**src/rtl/tsd_pkg.sv**
```systemverilog
package tsd_pkg;

    localparam int KIND_W     = 2;
    localparam int CFG_IDX_W  = 3;
    localparam int CFG_DATA_W = 16;
    localparam int MIN_W      = 12;
    localparam int MAX_W      = 13;
    localparam int WIN_W      = 16;
    localparam int MAG_W      = 13;
    localparam int NUM_W      = 20;
    localparam int DEN_W      = 13;
    localparam int Q_W        = 7;
    localparam int SPEED_W    = 8;
    localparam int SHIFT_W    = 17;

    // event kinds
    localparam logic [KIND_W-1:0] KIND_DOWN = 2'd0;
    localparam logic [KIND_W-1:0] KIND_MOVE = 2'd1;
    localparam logic [KIND_W-1:0] KIND_UP   = 2'd2;

    // register indexes
    localparam logic [CFG_IDX_W-1:0] CFG_FLING_MIN_X  = 3'd0;
    localparam logic [CFG_IDX_W-1:0] CFG_FLING_MAX_X  = 3'd1;
    localparam logic [CFG_IDX_W-1:0] CFG_FLING_MIN_Y  = 3'd2;
    localparam logic [CFG_IDX_W-1:0] CFG_FLING_MAX_Y  = 3'd3;
    localparam logic [CFG_IDX_W-1:0] CFG_CLICK_WINDOW = 3'd4;

    // register reset values
    localparam logic [MIN_W-1:0] FLING_MIN_RST    = 12'd20;
    localparam logic [MAX_W-1:0] FLING_MAX_RST    = 13'd200;
    localparam logic [WIN_W-1:0] CLICK_WINDOW_RST = 16'd300;

    localparam int FLING_GAP_MS = 60;
    localparam int SPEED_FULL   = 100;
    localparam int DRAG_START   = 24;
    localparam int Y_OFFSET     = 15;
    localparam int REMAP_LOW    = -10;
    localparam int REMAP_MID    = -5;
    localparam int REMAP_HIGH   = 1;
    localparam int REMAP_LOW_V  = 1;
    localparam int REMAP_MID_V  = 2;
    localparam int REMAP_HIGH_V = 3;

    typedef enum logic [2:0] {
        ST_IDLE,
        ST_DELTA,
        ST_EXCESS,
        ST_LAUNCH,
        ST_WAIT,
        ST_FIN
    } state_t;

    typedef struct packed {
        logic             start;
        logic [NUM_W-1:0] num;
        logic [DEN_W-1:0] den;
    } div_req_t;

    typedef struct packed {
        logic           busy;
        logic           done;
        logic [Q_W-1:0] quo;
    } div_rsp_t;

endpackage

```
**src/rtl/tsd_div.sv**
```systemverilog
module tsd_div (
    input  logic              clk,
    input  logic              rst_n,
    input  tsd_pkg::div_req_t req,
    output tsd_pkg::div_rsp_t rsp
);
    import tsd_pkg::*;

    localparam int CNT_W = $clog2(Q_W);

    logic             busy_reg, busy_next;
    logic             done_reg, done_next;
    logic [CNT_W-1:0] cnt_reg, cnt_next;
    logic [NUM_W-1:0] rem_reg, rem_next;
    logic [NUM_W-1:0] dsh_reg, dsh_next;
    logic [Q_W-1:0]   q_reg, q_next;
    logic             ge;

    // restoring divide, one quotient bit per cycle; quotient is known to fit Q_W bits
    always_comb
    begin
        busy_next = busy_reg;
        done_next = 1'b0;
        cnt_next  = cnt_reg;
        rem_next  = rem_reg;
        dsh_next  = dsh_reg;
        q_next    = q_reg;
        ge        = rem_reg >= dsh_reg;
        if (req.start)
        begin
            busy_next = 1'b1;
            cnt_next  = '0;
            rem_next  = req.num;
            dsh_next  = NUM_W'(req.den) << (Q_W - 1);
            q_next    = '0;
        end
        else if (busy_reg)
        begin
            if (ge)
            begin
                rem_next = rem_reg - dsh_reg;
            end
            q_next   = {q_reg[Q_W-2:0], ge};
            dsh_next = dsh_reg >> 1;
            if (cnt_reg == CNT_W'(Q_W - 1))
            begin
                busy_next = 1'b0;
                done_next = 1'b1;
            end
            else
            begin
                cnt_next = cnt_reg + 1'b1;
            end
        end
    end

    always_ff @(posedge clk or negedge rst_n)
    begin
        if (!rst_n)
        begin
            busy_reg <= 1'b0;
            done_reg <= 1'b0;
            cnt_reg  <= '0;
        end
        else
        begin
            busy_reg <= busy_next;
            done_reg <= done_next;
            cnt_reg  <= cnt_next;
        end
    end

    always_ff @(posedge clk)
    begin
        rem_reg <= rem_next;
        dsh_reg <= dsh_next;
        q_reg   <= q_next;
    end

    assign rsp.busy = busy_reg;
    assign rsp.done = done_reg;
    assign rsp.quo  = q_reg;

    a_no_start_busy: assert property (@(posedge clk) disable iff (!rst_n)
        req.start |-> !busy_reg)
        else $error("divider started while busy");

    a_done_pulse: assert property (@(posedge clk) disable iff (!rst_n)
        done_reg |=> !done_reg)
        else $error("divider done held longer than one cycle");

endmodule

```
**src/rtl/touch_swipe_detector_top.sv**
```systemverilog
// Touch swipe detector. Takes one touch event (down, move, up) per transfer and returns one
// status result per event: a fling speed (-100..100) on a quick up, a drag shift once travel
// reaches 24 counts (any nonzero shift once moving), plus the moving and click flags. The
// result is registered after the delta, excess and finish states; when a fling speed is
// scaled, a launch state and a wait on the 7-step restoring divider come before finish.
// The block returns to idle as it presents the result. The input is
// stalled while an event is in work; a finished result waits in the finish state until the
// output register is free. The user must write registers only while idle; the block itself
// does not enforce it. Event kind 3 is ignored and reports the current flags.
module touch_swipe_detector_top #(
    parameter int COORD_BITS = 16,
    parameter int STAMP_BITS = 32
) (
    input  logic                             clk,
    input  logic                             rst_n,
    input  logic                             in_valid,
    output logic                             in_stall,
    input  logic [tsd_pkg::KIND_W-1:0]       event_kind,
    input  logic signed [COORD_BITS-1:0]     touch_x,
    input  logic signed [COORD_BITS-1:0]     touch_y,
    input  logic [STAMP_BITS-1:0]            stamp_ms,
    input  logic                             axis_is_x,
    output logic                             out_valid,
    input  logic                             out_stall,
    output logic                             gesture_valid,
    output logic signed [tsd_pkg::SPEED_W-1:0] fling_speed,
    output logic signed [tsd_pkg::SHIFT_W-1:0] drag_shift,
    output logic                             is_moving,
    output logic                             is_click,
    input  logic                             cfg_we,
    input  logic [tsd_pkg::CFG_IDX_W-1:0]    cfg_index,
    input  logic [tsd_pkg::CFG_DATA_W-1:0]   cfg_data
);
    import tsd_pkg::*;

    localparam int DW = COORD_BITS + 1;
    localparam int XW = ((DW > MAX_W) ? DW : MAX_W) + 2;
    localparam int EW = (DW > SHIFT_W) ? DW : SHIFT_W;

    function automatic logic before_plus(input logic [STAMP_BITS-1:0] a,
                                         input logic [STAMP_BITS-1:0] b,
                                         input logic [STAMP_BITS-1:0] k);
        logic [STAMP_BITS-1:0] diff;
        begin
            diff = a - b;
            before_plus = (a < b) || (diff < k);
        end
    endfunction

    // configuration
    logic [MIN_W-1:0] min_x_reg, min_y_reg;
    logic [MAX_W-1:0] max_x_reg, max_y_reg;
    logic [WIN_W-1:0] win_reg;

    // gesture state
    logic signed [COORD_BITS-1:0] down_x_reg, down_y_reg;
    logic signed [COORD_BITS-1:0] last_x_reg, last_y_reg;
    logic signed [COORD_BITS-1:0] prior_x_reg, prior_y_reg;
    logic [STAMP_BITS-1:0]        last_t_reg, prior_t_reg;
    logic                         moving_reg, click_reg;

    // captured event
    logic [KIND_W-1:0]            kind_reg;
    logic signed [COORD_BITS-1:0] x_reg, y_reg;
    logic [STAMP_BITS-1:0]        t_reg;
    logic                         ax_reg;

    // delta stage
    logic [DW-1:0]        adx_reg, ady_reg;
    logic                 dxneg_reg, dyneg_reg;
    logic                 fast_reg, clickok_reg;
    logic signed [DW-1:0] d_reg;

    // excess stage
    logic             fling_reg, full_reg, drag_reg, click_set_reg, neg_reg;
    logic [NUM_W-1:0] num_reg;
    logic [DEN_W-1:0] den_reg;

    // output register
    logic                      out_valid_reg;
    logic                      gv_reg, mv_reg, ck_reg;
    logic signed [SPEED_W-1:0] speed_reg;
    logic signed [SHIFT_W-1:0] shift_reg;

    state_t   state_reg, state_next;
    div_req_t div_req;
    div_rsp_t div_rsp;

    logic accept, start_div, commit;

    tsd_div u_div (
        .clk   (clk),
        .rst_n (rst_n),
        .req   (div_req),
        .rsp   (div_rsp)
    );

    // ---------------- delta stage logic ----------------
    logic signed [DW-1:0]         dx, dy, d_c;
    logic [DW-1:0]                adx_c, ady_c;
    logic signed [COORD_BITS-1:0] cur_c, ref_c;
    logic                         fast_c, clickok_c;

    always_comb
    begin
        dx    = DW'(last_x_reg) - DW'(prior_x_reg);
        dy    = DW'(last_y_reg) - DW'(prior_y_reg);
        adx_c = dx[DW-1] ? DW'(-dx) : DW'(dx);
        ady_c = dy[DW-1] ? DW'(-dy) : DW'(dy);
        cur_c = ax_reg ? x_reg : y_reg;
        if (moving_reg)
        begin
            ref_c = ax_reg ? last_x_reg : last_y_reg;
        end
        else
        begin
            ref_c = ax_reg ? down_x_reg : down_y_reg;
        end
        d_c       = DW'(cur_c) - DW'(ref_c);
        fast_c    = (kind_reg == KIND_UP)
                    && before_plus(t_reg, last_t_reg, STAMP_BITS'(FLING_GAP_MS))
                    && before_plus(last_t_reg, prior_t_reg, STAMP_BITS'(FLING_GAP_MS));
        clickok_c = before_plus(t_reg, last_t_reg, STAMP_BITS'(win_reg));
    end

    // ---------------- excess stage logic ----------------
    logic signed [XW-1:0] adx_w, ady_w, minx_w, miny_w, maxx_w, maxy_w;
    logic signed [XW-1:0] ex_x, ex_y, ex_yr, ex_c, span_c, cap_c;
    logic [DW-1:0]        dmag;
    logic                 adx_gt, x_ok, y_ok, fling_c, full_c, drag_c, mv_up;

    always_comb
    begin
        adx_w  = $signed(XW'(adx_reg));
        ady_w  = $signed(XW'(ady_reg));
        minx_w = $signed(XW'(min_x_reg));
        miny_w = $signed(XW'(min_y_reg));
        maxx_w = $signed(XW'(max_x_reg));
        maxy_w = $signed(XW'(max_y_reg));
        adx_gt = adx_w > ady_w;
        x_ok   = ax_reg && (adx_w > minx_w);
        y_ok   = !ax_reg && (ady_w > miny_w);
        fling_c = fast_reg && (adx_gt ? x_ok : y_ok);
        ex_x   = adx_w - minx_w;
        ex_y   = ady_w - miny_w - XW'(Y_OFFSET);
        // small vertical excess is remapped onto the low steps
        if (ex_y < XW'(REMAP_LOW))
        begin
            ex_yr = XW'(REMAP_LOW_V);
        end
        else if (ex_y <= XW'(REMAP_MID))
        begin
            ex_yr = XW'(REMAP_MID_V);
        end
        else if (ex_y <= XW'(REMAP_HIGH))
        begin
            ex_yr = XW'(REMAP_HIGH_V);
        end
        else
        begin
            ex_yr = ex_y;
        end
        ex_c   = adx_gt ? ex_x : ex_yr;
        span_c = adx_gt ? (maxx_w - minx_w) : (maxy_w - miny_w);
        full_c = span_c <= XW'(0);
        cap_c  = (ex_c > span_c) ? span_c : ex_c;
        dmag   = d_reg[DW-1] ? DW'(-d_reg) : DW'(d_reg);
        mv_up  = (kind_reg == KIND_MOVE) || (kind_reg == KIND_UP);
        drag_c = mv_up && !fling_c && (d_reg != '0)
                 && (moving_reg || (dmag >= DW'(DRAG_START)));
    end

    // ---------------- FSM ----------------
    always_comb
    begin
        state_next = state_reg;
        unique case (state_reg)
            ST_IDLE:
            begin
                if (in_valid)
                begin
                    state_next = ST_DELTA;
                end
            end
            ST_DELTA:  state_next = ST_EXCESS;
            ST_EXCESS: state_next = (fling_c && !full_c) ? ST_LAUNCH : ST_FIN;
            ST_LAUNCH: state_next = ST_WAIT;
            ST_WAIT:
            begin
                if (div_rsp.done)
                begin
                    state_next = ST_FIN;
                end
            end
            ST_FIN:
            begin
                if (!out_valid_reg || !out_stall)
                begin
                    state_next = ST_IDLE;
                end
            end
            default: state_next = ST_IDLE;
        endcase
    end

    always_comb
    begin
        in_stall  = 1'b1;
        start_div = 1'b0;
        commit    = 1'b0;
        unique case (state_reg)
            ST_IDLE:   in_stall  = 1'b0;
            ST_LAUNCH: start_div = 1'b1;
            ST_FIN:    commit    = !out_valid_reg || !out_stall;
            default:   in_stall  = 1'b1;
        endcase
    end

    assign accept = in_valid && !in_stall;

    assign div_req.start = start_div;
    assign div_req.num   = num_reg;
    assign div_req.den   = den_reg;

    // ---------------- result ----------------
    logic [Q_W-1:0]            mag_c;
    logic signed [SPEED_W-1:0] speed_c;
    logic signed [EW-1:0]      d_ext;
    logic                      mv_new, ck_new, kind_known;

    always_comb
    begin
        mag_c   = full_reg ? Q_W'(SPEED_FULL) : div_rsp.quo;
        speed_c = neg_reg ? -SPEED_W'(mag_c) : SPEED_W'(mag_c);
        d_ext   = EW'(d_reg);
        kind_known = (kind_reg == KIND_DOWN) || (kind_reg == KIND_MOVE)
                     || (kind_reg == KIND_UP);
        mv_new = moving_reg;
        ck_new = click_reg;
        if (kind_reg == KIND_DOWN)
        begin
            mv_new = 1'b0;
            ck_new = 1'b0;
        end
        if (click_set_reg)
        begin
            ck_new = 1'b1;
        end
        if (fling_reg)
        begin
            mv_new = 1'b1;
        end
        if (drag_reg)
        begin
            mv_new = 1'b1;
            ck_new = 1'b0;
        end
    end

    // ---------------- registers ----------------
    always_ff @(posedge clk or negedge rst_n)
    begin
        if (!rst_n)
        begin
            state_reg     <= ST_IDLE;
            out_valid_reg <= 1'b0;
            min_x_reg     <= FLING_MIN_RST;
            max_x_reg     <= FLING_MAX_RST;
            min_y_reg     <= FLING_MIN_RST;
            max_y_reg     <= FLING_MAX_RST;
            win_reg       <= CLICK_WINDOW_RST;
            down_x_reg    <= '0;
            down_y_reg    <= '0;
            last_x_reg    <= '0;
            last_y_reg    <= '0;
            prior_x_reg   <= '0;
            prior_y_reg   <= '0;
            last_t_reg    <= '0;
            prior_t_reg   <= '0;
            moving_reg    <= 1'b0;
            click_reg     <= 1'b0;
        end
        else
        begin
            state_reg <= state_next;
            if (commit)
            begin
                out_valid_reg <= 1'b1;
            end
            else if (!out_stall)
            begin
                out_valid_reg <= 1'b0;
            end
            if (cfg_we)
            begin
                unique case (cfg_index)
                    CFG_FLING_MIN_X:  min_x_reg <= cfg_data[MIN_W-1:0];
                    CFG_FLING_MAX_X:  max_x_reg <= cfg_data[MAX_W-1:0];
                    CFG_FLING_MIN_Y:  min_y_reg <= cfg_data[MIN_W-1:0];
                    CFG_FLING_MAX_Y:  max_y_reg <= cfg_data[MAX_W-1:0];
                    CFG_CLICK_WINDOW: win_reg   <= cfg_data[WIN_W-1:0];
                    default:          ;
                endcase
            end
            if (commit)
            begin
                moving_reg <= mv_new;
                click_reg  <= ck_new;
                if (kind_reg == KIND_DOWN)
                begin
                    down_x_reg <= x_reg;
                    down_y_reg <= y_reg;
                end
                if (kind_known)
                begin
                    prior_x_reg <= last_x_reg;
                    prior_y_reg <= last_y_reg;
                    prior_t_reg <= last_t_reg;
                    last_x_reg  <= x_reg;
                    last_y_reg  <= y_reg;
                    last_t_reg  <= t_reg;
                end
            end
        end
    end

    always_ff @(posedge clk)
    begin
        if (accept)
        begin
            kind_reg <= event_kind;
            x_reg    <= touch_x;
            y_reg    <= touch_y;
            t_reg    <= stamp_ms;
            ax_reg   <= axis_is_x;
        end
        if (state_reg == ST_DELTA)
        begin
            adx_reg     <= adx_c;
            ady_reg     <= ady_c;
            dxneg_reg   <= dx[DW-1];
            dyneg_reg   <= dy[DW-1];
            fast_reg    <= fast_c;
            clickok_reg <= clickok_c;
            d_reg       <= d_c;
        end
        if (state_reg == ST_EXCESS)
        begin
            fling_reg     <= fling_c;
            full_reg      <= full_c;
            drag_reg      <= drag_c;
            click_set_reg <= (kind_reg == KIND_UP) && !fling_c && !moving_reg && clickok_reg;
            neg_reg       <= adx_gt ? dxneg_reg : dyneg_reg;
            num_reg       <= NUM_W'(cap_c[MAG_W-1:0]) * NUM_W'(SPEED_FULL);
            den_reg       <= span_c[DEN_W-1:0];
        end
        if (commit)
        begin
            gv_reg    <= fling_reg || drag_reg;
            speed_reg <= fling_reg ? speed_c : '0;
            shift_reg <= drag_reg ? d_ext[SHIFT_W-1:0] : '0;
            mv_reg    <= mv_new;
            ck_reg    <= ck_new;
        end
    end

    assign out_valid     = out_valid_reg;
    assign gesture_valid = gv_reg;
    assign fling_speed   = speed_reg;
    assign drag_shift    = shift_reg;
    assign is_moving     = mv_reg;
    assign is_click      = ck_reg;

    a_accept_starts: assert property (@(posedge clk) disable iff (!rst_n)
        accept |=> (state_reg == ST_DELTA))
        else $error("accepted transfer did not start work");

    a_commit_shows: assert property (@(posedge clk) disable iff (!rst_n)
        commit |=> out_valid_reg)
        else $error("finished result not presented");

    a_idle_report: assert property (@(posedge clk) disable iff (!rst_n)
        (out_valid_reg && !gv_reg) |-> (speed_reg == '0 && shift_reg == '0))
        else $error("payload nonzero with no gesture");

    a_one_kind: assert property (@(posedge clk) disable iff (!rst_n)
        out_valid_reg |-> !(speed_reg != '0 && shift_reg != '0))
        else $error("fling and drag reported together");

    a_div_wait: assert property (@(posedge clk) disable iff (!rst_n)
        (state_reg == ST_WAIT) |-> (div_rsp.busy || div_rsp.done))
        else $error("waiting on an idle divider");

endmodule

```
**config.mk**
```make
export PLATFORM = sky130hd
export DESIGN_NAME = touch_swipe_detector_top
export DESIGN_NICKNAME = d
export VERILOG_FILES = /design/src/rtl/tsd_pkg.sv /design/src/rtl/tsd_div.sv /design/src/rtl/touch_swipe_detector_top.sv
export SDC_FILE = /design/constraint.sdc
export NUM_CORES = 1
export LEC_CHECK = 0
export CAP_MARGIN = 20
export CELL_PAD_IN_SITES_DETAIL_PLACEMENT = 0
export CELL_PAD_IN_SITES_GLOBAL_PLACEMENT = 2
export CORE_MARGIN = 2
export CORE_UTILIZATION = 43
export CTS_CLUSTER_SIZE = 24
export DETAILED_ROUTE_END_ITERATION = 16
export DONT_BUFFER_PORTS = 1
export GPL_TIMING_DRIVEN = 0
export PLACE_DENSITY_LB_ADDON = 0.1
export RECOVER_POWER = 100
export SLEW_MARGIN = 5
export SYNTH_ARGS = -nofsm -noshare
export SYNTH_HDL_FRONTEND = slang
export SYNTH_SLANG_ARGS = --single-unit
export TNS_END_PERCENT = 1
```
**constraint.sdc**
```tcl
create_clock -name clk -period 12.8 [get_ports clk]
set_input_delay 0.64 -clock clk [delete_from_list [all_inputs] [get_ports clk]]
set_output_delay 0.64 -clock clk [all_outputs]
set_load 0.02 [all_outputs]
```
### After elaboration in Yosys (flattened, before gate mapping)

Index checks and enable logic that the tools add are counted.

| word-level totals | value |
|---|---|
| output and inout bits | 30 |
| input port bits | 91 |
| register bits after elaboration | 469 |

| operators by class | value |
|---|---|
| multiplexer cells | 47 |
| equal/unequal tests | 17 |
| multipliers | 1 |
| add/subtract/negate cells | 16 |
| reduce and logical (&&, ||, !) cells | 45 |
| order comparisons | 15 |

Operator list:

| operator | number |
|---|---|
| $mux 19 | 7 |
| $mux 16 | 6 |
| $lt 32x32->1 | 2 |
| $lt 32x6->1 const B | 2 |
| $sub 32x32->32 | 2 |
| $mux 20 | 3 |
| $neg 17->17 | 3 |
| $sub 16x16->17 | 3 |
| $sub 17x12->18 | 2 |
| $gt 17x12->1 | 2 |
| $lt 32x16->1 | 1 |
| $sub 13x12->14 | 2 |
| $mux 3 | 7 |
| $ge 20x19->1 | 1 |
| $reduce_and 2->1 | 10 |
| $sub 20x19->20 | 1 |
| $gt 19x19->1 | 1 |
| $le 19x1->1 const B | 1 |
| $le 19x2->1 const B | 1 |
| $le 19x4->1 const B | 1 |
| $lt 19x5->1 const B | 1 |
| $mux 1 | 19 |
| $sub 18x5->19 const B | 1 |
| $mul 13x5->18 const B | 1 |
| 23 further kinds | 61 |

### Depth between registers and ports, before layout

Gate-level depths: netlist of run 1.

| logic depth | value |
|---|---|
| depth after elaboration | 10 |
| gate-level depth with buffers | 47 |
| depth with buffers taken out | 43 |

### Hierarchy

From an unflattened synthesis of run 1, not the netlist that was laid out.

| unflattened totals | value |
|---|---|
| cells, all modules | 3275 |
| area, all modules | 31640.3 um^2 |

Modules (own cells, without submodules):

| module | cells an instance | area each (um^2) | sequential area each (um^2) | instances |
|---|---|---|---|---|
| touch_swipe_detector_top | 2934 | 28411.0 | 11408.4 | 1 |
| tsd_div | 341 | 3229.3 | 1376.3 | 1 |

### Worst setup path after synthesis of run 1

No wires, ideal clock.

| path | value |
|---|---|
| kind | register to register |
| start point | register ady_reg[0] |
| end point | register num_reg[19] (data pin) |
| data required time | 12.540 ns |
| path slack | 3.351 ns |
| library setup time | 0.260 ns |
| path buffers | 3 |
| arrival time | 9.189 ns |
| stages on the path, launching flop included | 45 |
| cell sequence | edfxtp_1 -> inv_1 -> ha_1 -> inv_1 -> fa_1 -> a211oi_2 -> o21bai_1 -> a21oi_2 -> xor2_1 -> o211ai_1 -> buf_2 -> or4_1 -> a211o_1 -> a2111o_1 -> buf_6 -> a32o_1 -> nor2_1 -> ha_1 -> [9 not listed] -> clkbuf_1 -> a311oi_1 -> a21oi_1 -> ha_1 -> ha_1 -> ha_1 -> xor2_1 -> ha_1 -> a21oi_1 -> o21bai_1 -> a21oi_1 -> o21bai_1 -> a21oi_1 -> o21bai_1 -> a2111oi_0 -> o31ai_1 -> a21oi_1 -> xnor2_1 |

| on the way | value |
|---|---|
| word-level cells in the longest chain between the ends | 10 |

RTL lines:

| item | RTL line | RTL |
|---|---|---|
| from (decl) | touch_swipe_detector_top.sv:69 | `logic [DW-1:0] adx_reg, ady_reg;` |
| from (signal assigned) | touch_swipe_detector_top.sv:340 | `ady_reg <= ady_c;` |
| $sub 17x12->18 | touch_swipe_detector_top.sv:145 | `ex_y = ady_w - miny_w - XW'(Y_OFFSET);` |
| $sub 18x5->19 | touch_swipe_detector_top.sv:145 |  |
| $le 19x2->1 | touch_swipe_detector_top.sv:155 | `else if (ex_y <= XW'(REMAP_HIGH))` |
| $mux 19 | touch_swipe_detector_top.sv:155 |  |
| $mux 19 | touch_swipe_detector_top.sv:151 | `else if (ex_y <= XW'(REMAP_MID))` |
| $mux 19 | touch_swipe_detector_top.sv:147 | `if (ex_y < XW'(REMAP_LOW))` |
| $mux 19 | touch_swipe_detector_top.sv:163 | `ex_c = adx_gt ? ex_x : ex_yr;` |
| $gt 19x19->1 | touch_swipe_detector_top.sv:166 | `cap_c = (ex_c > span_c) ? span_c : ex_c;` |
| $mux 13 * | touch_swipe_detector_top.sv:166 |  |
| $mul 13x5->18 * | touch_swipe_detector_top.sv:354 | `num_reg <= NUM_W'(cap_c[MAG_W-1:0]) * NUM_W'(SPEED_FULL);` |
| to (signal assigned) | touch_swipe_detector_top.sv:354 |  |
| to (decl) | touch_swipe_detector_top.sv:76 | `logic [NUM_W-1:0] num_reg;` |

Mark *: on every way between the ends. The rest lies on a longest branch, timed or not.
A chain may end at the register's enable or synchronous reset.

### Worst setup path in the final report of run 1

| path | value |
|---|---|
| start point | register ady_reg[0] |
| end point | register num_reg[19] (data pin) |

| on the way | value |
|---|---|
| word-level cells in the longest chain between the ends | 10 |

RTL lines:

| item | RTL line | RTL |
|---|---|---|
| $sub 17x12->18 | touch_swipe_detector_top.sv:145 |  |
| $sub 18x5->19 | touch_swipe_detector_top.sv:145 |  |
| $le 19x2->1 | touch_swipe_detector_top.sv:155 |  |
| $mux 19 | touch_swipe_detector_top.sv:155 |  |
| $mux 19 | touch_swipe_detector_top.sv:151 |  |
| $mux 19 | touch_swipe_detector_top.sv:147 |  |
| $mux 19 | touch_swipe_detector_top.sv:163 |  |
| $gt 19x19->1 | touch_swipe_detector_top.sv:166 |  |
| $mux 13 * | touch_swipe_detector_top.sv:166 |  |
| via cap_c[2] | touch_swipe_detector_top.sv:128 | `logic signed [XW-1:0] ex_x, ex_y, ex_yr, ex_c, span_c, cap_c;` |
| $mul 13x5->18 * | touch_swipe_detector_top.sv:354 |  |

Mark *: on every way through the listed nets, which the timed path passes. The rest lies on a longest branch.

==> results of run 1 <==
-- kinds of logic after synthesis --
group,after synthesis
compound gates,752
mux,179
buf+inv,398
fa+ha+maj,301
flops,469
xor+xnor,180
simple gates,844
-- metrics by stage --
stage	util, %	worst slack (ps)	hold slack (ps)	std cells
after floorplan	-	3350	344	3123
after CTS	47.9	1460	31.4	4188
after global placement	44.9	1680	358	4073
after detailed placement	45.1	1550	361	4081
final	47.8	1100	70.8	4192
after global routing	47.8	401	37.4	4192
-- metal layers --
layer,wire (um),up-vias,track usage [%]
li1,-,11300,-
met1,40200,11200,32.2
met5,12,-,0
met4,1640,2,5.05
met2,37800,343,36.2
met3,3040,97,2.79
-- cell type report --
class                           instances  area [sq um]  share of cell area [%]
Multi-Input combinational cell       2256         16500                    48.5
Sequential cell                       469         12800                    37.6
Clock buffer                           84          1660                    4.88
Tap cell                              950          1190                    3.50
Inverter                              308          1160                    3.40
Buffer                                 90           352                    1.03
Clock inverter                         22           294                   0.865
Timing Repair Buffer                   13          88.8                   0.261
-- placed cells by master (no fill, tap or decap), types with 18 or more instances in the layout --
cell,n
clkbuf_16,57
nand2b_1,31
xor2_1,69
and2_1,19
a21boi_0,19
inv_1,308
mux2_2,125
edfxtp_1,219
or3_1,22
a21oi_1,164
a211oi_1,20
o21ai_0,247
o21a_1,26
dfrtp_1,223
and3_1,20
o21bai_1,18
a31oi_1,18
nor3_1,51
nor2_1,206
nand4_1,24
or2_2,19
mux2i_1,37
a21o_1,74
nor2b_1,35
xnor2_1,109
nand3_1,49
nand2_1,294
clkbuf_1,103
ha_1,285
-- worst paths after layout --
path / startpoint / to / cells past startpoint
min in group asynchronous: rst_n / min_y_reg[0] / 2
setup reg to reg: ady_reg[0] / num_reg[19] / 44
hold reg to reg: t_reg[15] / last_t_reg[15] / 2
max in group asynchronous: rst_n / last_t_reg[13] / 2
setup / recovery: ady_reg[0] / num_reg[19] / 44
hold / removal: touch_x[6] / x_reg[6] / 0
-- repair_timing --
action / CTS / global route
hold endpoints to repair: 237 / 40
gates resized for setup: 0 / 0
hold buffers: 1 / 1
setup endpoints to repair: 0 / 0
==> metrics.txt, run 1 <==
min Tclk post-route=11700 ps; setup TNS=0 ps; Post-Synth Simple-Gate Area=13.1%; Die Ht=272 um; drt drc=0; ys flop type=dfrtp_1; first-pass GRT wire length=130000 um; CP top delay family=compound AO/OA/AOI/OAI gates; Synth Area in Adders=12.6%; placed instance area=0.0321 sq mm; standard-cell rows=98; syn_area_per_cell=9.85 sq um; DIE WIDTH=272 um; relative slew slack=-252%; Post-synth EDFFs=219; routed vias=22900; CTS Buffer Depth=3; post-synthesis sequential area ratio=41.5%; vias per std cell=5.47; vias in the first global route=22900; Final Hold Vio Count=0; Slowest-stage cell, CP=xnor2_1; Synth async-reset ratio=50.5%; Final setup viols=0; area grow syn2layout=10.5%; Seq cells post-synth=469; largest net degree at the start of global routing=238; WL/cell=19.7 um; Slew Limit Fails=230; CP required=13130 ps; top post-synthesis cells by area=edfxtp_1 21%, dfrtp_1 18%, ha_1 12%; RSZ-0062 raised after global routing=false; Root Buffer=clkbuf_16; Clock transition at path regs=60 ps; synth cell count leaders=308 x inv_1, 294 x nand2_1, 285 x ha_1, 247 x o21ai_0, 223 x dfrtp_1; Worst Setup End Kind=register; Crit Path Category=register to register; # nets final=3586; Post-Synth XOR/XNOR Area=5.23%; drt first pass iters=7; Syn Inst Count=3123; post-synth top area share=21.4%; arrival time at the worst endpoint=12030 ps; Worst path most repeated cell=a21oi_1; CTS tree=built; Cell Area, Synth=0.0308 sq mm; FMAX=85.5 MHz; share of cells above drive strength 1=9.35%; max-cap viol count=5; GP Congestion=0.888; core area=0.0711 sq mm; failing checks=capacitance limit, slew limit; IO buf count=0; HPWL Detailed=65300 um; main combinational cell family by area after synthesis=compound AO/OA/AOI/OAI gates; IO Count=121; Worst Path Buf+Inv=4; CP Launch Type=register; cell taking the most area after synthesis=edfxtp_1; CTS buffer count=56; Die ar.=0.0737 sq mm; status=finished, violations left; synth unique cells=97; CTS sink cnt=469; mux cell area share after synthesis=6.99%; worst-margin pin slew=5290 ps; Max stage delay on crit path=640 ps; Syn. warnings=0; Synth Area in Compound Gates=15.6%; initial antenna violation count=1; final cycle utilization of the critical path=91.4%; total grt overflow=0; Clk Latency, worst-skew pair=660 ps; Routed Antenna Nets=0; Max Fanout on Critical Path=10; initial DRC count=1366; top-count cell post-synth=inv_1; initial core utilization=43.3%; number of diodes=0; Finished Cell Area=0.0340 sq mm; syn nets=3515; Post-Route Skew=74.4 ps; htree depth=2; fill count=6799; worst hold path class=input port to register; detailed-route wire length=82700 um; R2R Setup Slk=1100 ps; Post-CTS Setup Bufs=0; total global-route track usage=22.4%
Power of run 1 is not shown: default switching activity piles up to over one toggle a cycle in this logic, so the estimate is an artifact.
==> run 2, diff against run 1 <==
CORE_ASPECT_RATIO = 1.4   (was default)
==> run 2 against run 1 <==
  * The flow still finishes with violations (capacitance limit, slew limit)
  * Global-route usage grew 0.28 points
  * Register-to-register slack gained 50 ps
  * Hold slack gained 32 ps
  * Clock skew shrank 53 ps
  * Critical path depth shrank 1
  * Cell count shrank 0.31%
  * Die area is essentially flat
==> metrics.txt, run 2 (same netlist as run 1, synthesis figures left out) <==
initial antenna violation count=0 (-1); CTS buffer count=51 (-8.9%); vias in the first global route=23600 (+3.2%); setup TNS=0 ps (unchanged); Clk Latency, worst-skew pair=630 ps (-30 ps); max-cap viol count=5 (unchanged); initial core utilization=43.3% (unchanged); Worst Path Buf+Inv=4 (unchanged); final cycle utilization of the critical path=91.0% (-0.37 points); Slowest-stage cell, CP=o31ai_1; Die Ht=321 um (+18%); CTS Buffer Depth=3 (unchanged); FMAX=85.8 MHz (+0.40%); Final Non-Filler Cells=4179 (-0.31%); status=finished, violations left; worst hold path class=input port to register; Final Hold Vio Count=0 (unchanged); detailed-route wire length=83500 um (+1.0%); Routed Antenna Nets=0 (unchanged); Final setup viols=0 (unchanged); Clock transition at path regs=60 ps (about the same); initial DRC count=1147 (-16%); vias per std cell=5.49 (+0.39%); commonest non-fill, non-tap cell in the layout=inv_1; Root Buffer=clkbuf_16; wl on met1=34900 um (-13%); total global-route track usage=22.7% (+0.28 points); DIE WIDTH=230 um (-15%); Max stage delay on crit path=820 ps (+180 ps); drt drc=0 (unchanged); Met2 Wirelength=44300 um (+17%); DP Cell Count=4078 (-0.074%); core area=0.0711 sq mm (unchanged); arrival time at the worst endpoint=12010 ps (-20 ps); CP top delay family=compound AO/OA/AOI/OAI gates; htree depth=2 (unchanged); standard-cell rows=116 (+18%); relative slew slack=-288% (-35 points); total grt overflow=0 (unchanged); multi-input logic area=0.0165 sq mm (about the same); IO buf count=0 (unchanged); CTS tree=built; fill count=6768 (-0.46%); drt first pass iters=7 (unchanged); largest net degree at the start of global routing=238 (unchanged); GP Congestion=0.927 (+4.4%); Worst Setup End Kind=register; metal3 WL=2160 um (-29%); Die ar.=0.0737 sq mm (about the same); min Tclk post-route=11650 ps (-47.2 ps); uppermost routed layer=met4; Reg area=0.0128 sq mm (unchanged); most frequent cells in the layout=308 x inv_1, 294 x nand2_1, 285 x ha_1, 247 x o21ai_0, 223 x dfrtp_1; Slew Limit Fails=233 (+1.3%); # nets final=3583 (-0.084%); HPWL Detailed=66300 um (+1.5%); Post-Route Skew=21.8 ps (-52.5 ps); share of cells above drive strength 1=9.21% (-0.13 points); first-pass GRT wire length=132000 um (+1.1%); CTS sink cnt=469 (unchanged); RSZ-0062 raised after global routing=false; WL/cell=20.0 um (+1.4%); CP Launch Type=register; Max Fanout on Critical Path=10 (unchanged); Crit Path Category=register to register; failing checks=capacitance limit, slew limit; worst-margin pin slew=5820 ps (+531 ps); CP required=13160 ps (+30 ps); IO Count=121 (unchanged); routed vias=22900 (+0.079%); area grow syn2layout=9.89%
-- run 2: changes by cell type in the layout (fill, tap and decap cells not counted), moves of 2 or more --
| cell | delta |
|---|---|
| clkbuf_8 | -10 |
| clkbuf_1 | -2 |
| clkinv_2 | +6 |
| clkinv_16 | -2 |
| bufinv_16 | +2 |
| and2_0 | +4 |
| and2_1 | -4 |
| clkbuf_16 | -3 |
-- run 2: layout make-up --
cell class | instances | area share (%)
multi-input combinational | 2256 | 48.7
sequential | 469 | 37.8
clock inverter | 29 | 1.01
inverter | 308 | 3.42
buffer | 90 | 1.04
tap | 944 | 3.49
antenna | 1 | 0.00740
timing repair buffer | 15 | 0.285
clock buffer | 67 | 4.23
-- run 2: final timing paths --
check	slack [ps]	startpoint	cells past startpoint	endpoint
worst max-delay path	1150	ady_reg[0]	43	num_reg[19]
worst min-delay path	100	touch_y[6]	0	y_reg[6]
worst max register to register	1150	ady_reg[0]	43	num_reg[19]
worst min register to register	490	t_reg[28]	2	last_t_reg[28]
max in group asynchronous	6780	rst_n	2	min_x_reg[6]
min in group asynchronous	2680	rst_n	2	last_t_reg[16]
-- run 2: per-stage QoR --
stage	hold slack [ps]	util, %	setup slack, ps	area [sq um]
2_1_floorplan	344	-	3350	30800
3_3_place_gp	358	44.9	1640	32000
3_5_place_dp	358	45.2	1410	32100
4_1_cts	66.3	47.7	1430	33900
5_1_grt	75.1	47.5	362	33800
6_report	103	47.5	1150	33800
-- run 2: routing by layer --
| metal | up-vias | global-route usage, % |
|---|---|---|
| li1 | 11300 | - |
| met1 | 11200 | 26.8 |
| met2 | 297 | 42.9 |
| met3 | 111 | 2.55 |
| met4 | 0 | 6.45 |
| met5 | - | 0 |
-- run 2: worst register-to-register path: cells and delay by family, from the launching register on --
family / cells / cell delay, ps
adder cells (fa/ha/maj): 7 / 2050
buffers and inverters: 4 / 770
AO/OA/AOI/OAI: 26 / 6920
flip-flops: 1 / 440
XOR/XNOR: 2 / 480
AND/OR/NAND/NOR: 4 / 770
-- run 2: timing repair --
action                    CTS  global route
hold buffers                1             1
hold endpoints to repair  237             8
setup buffers               0             0
resized for setup           0             0
Power of run 2 is left out for the same reason.
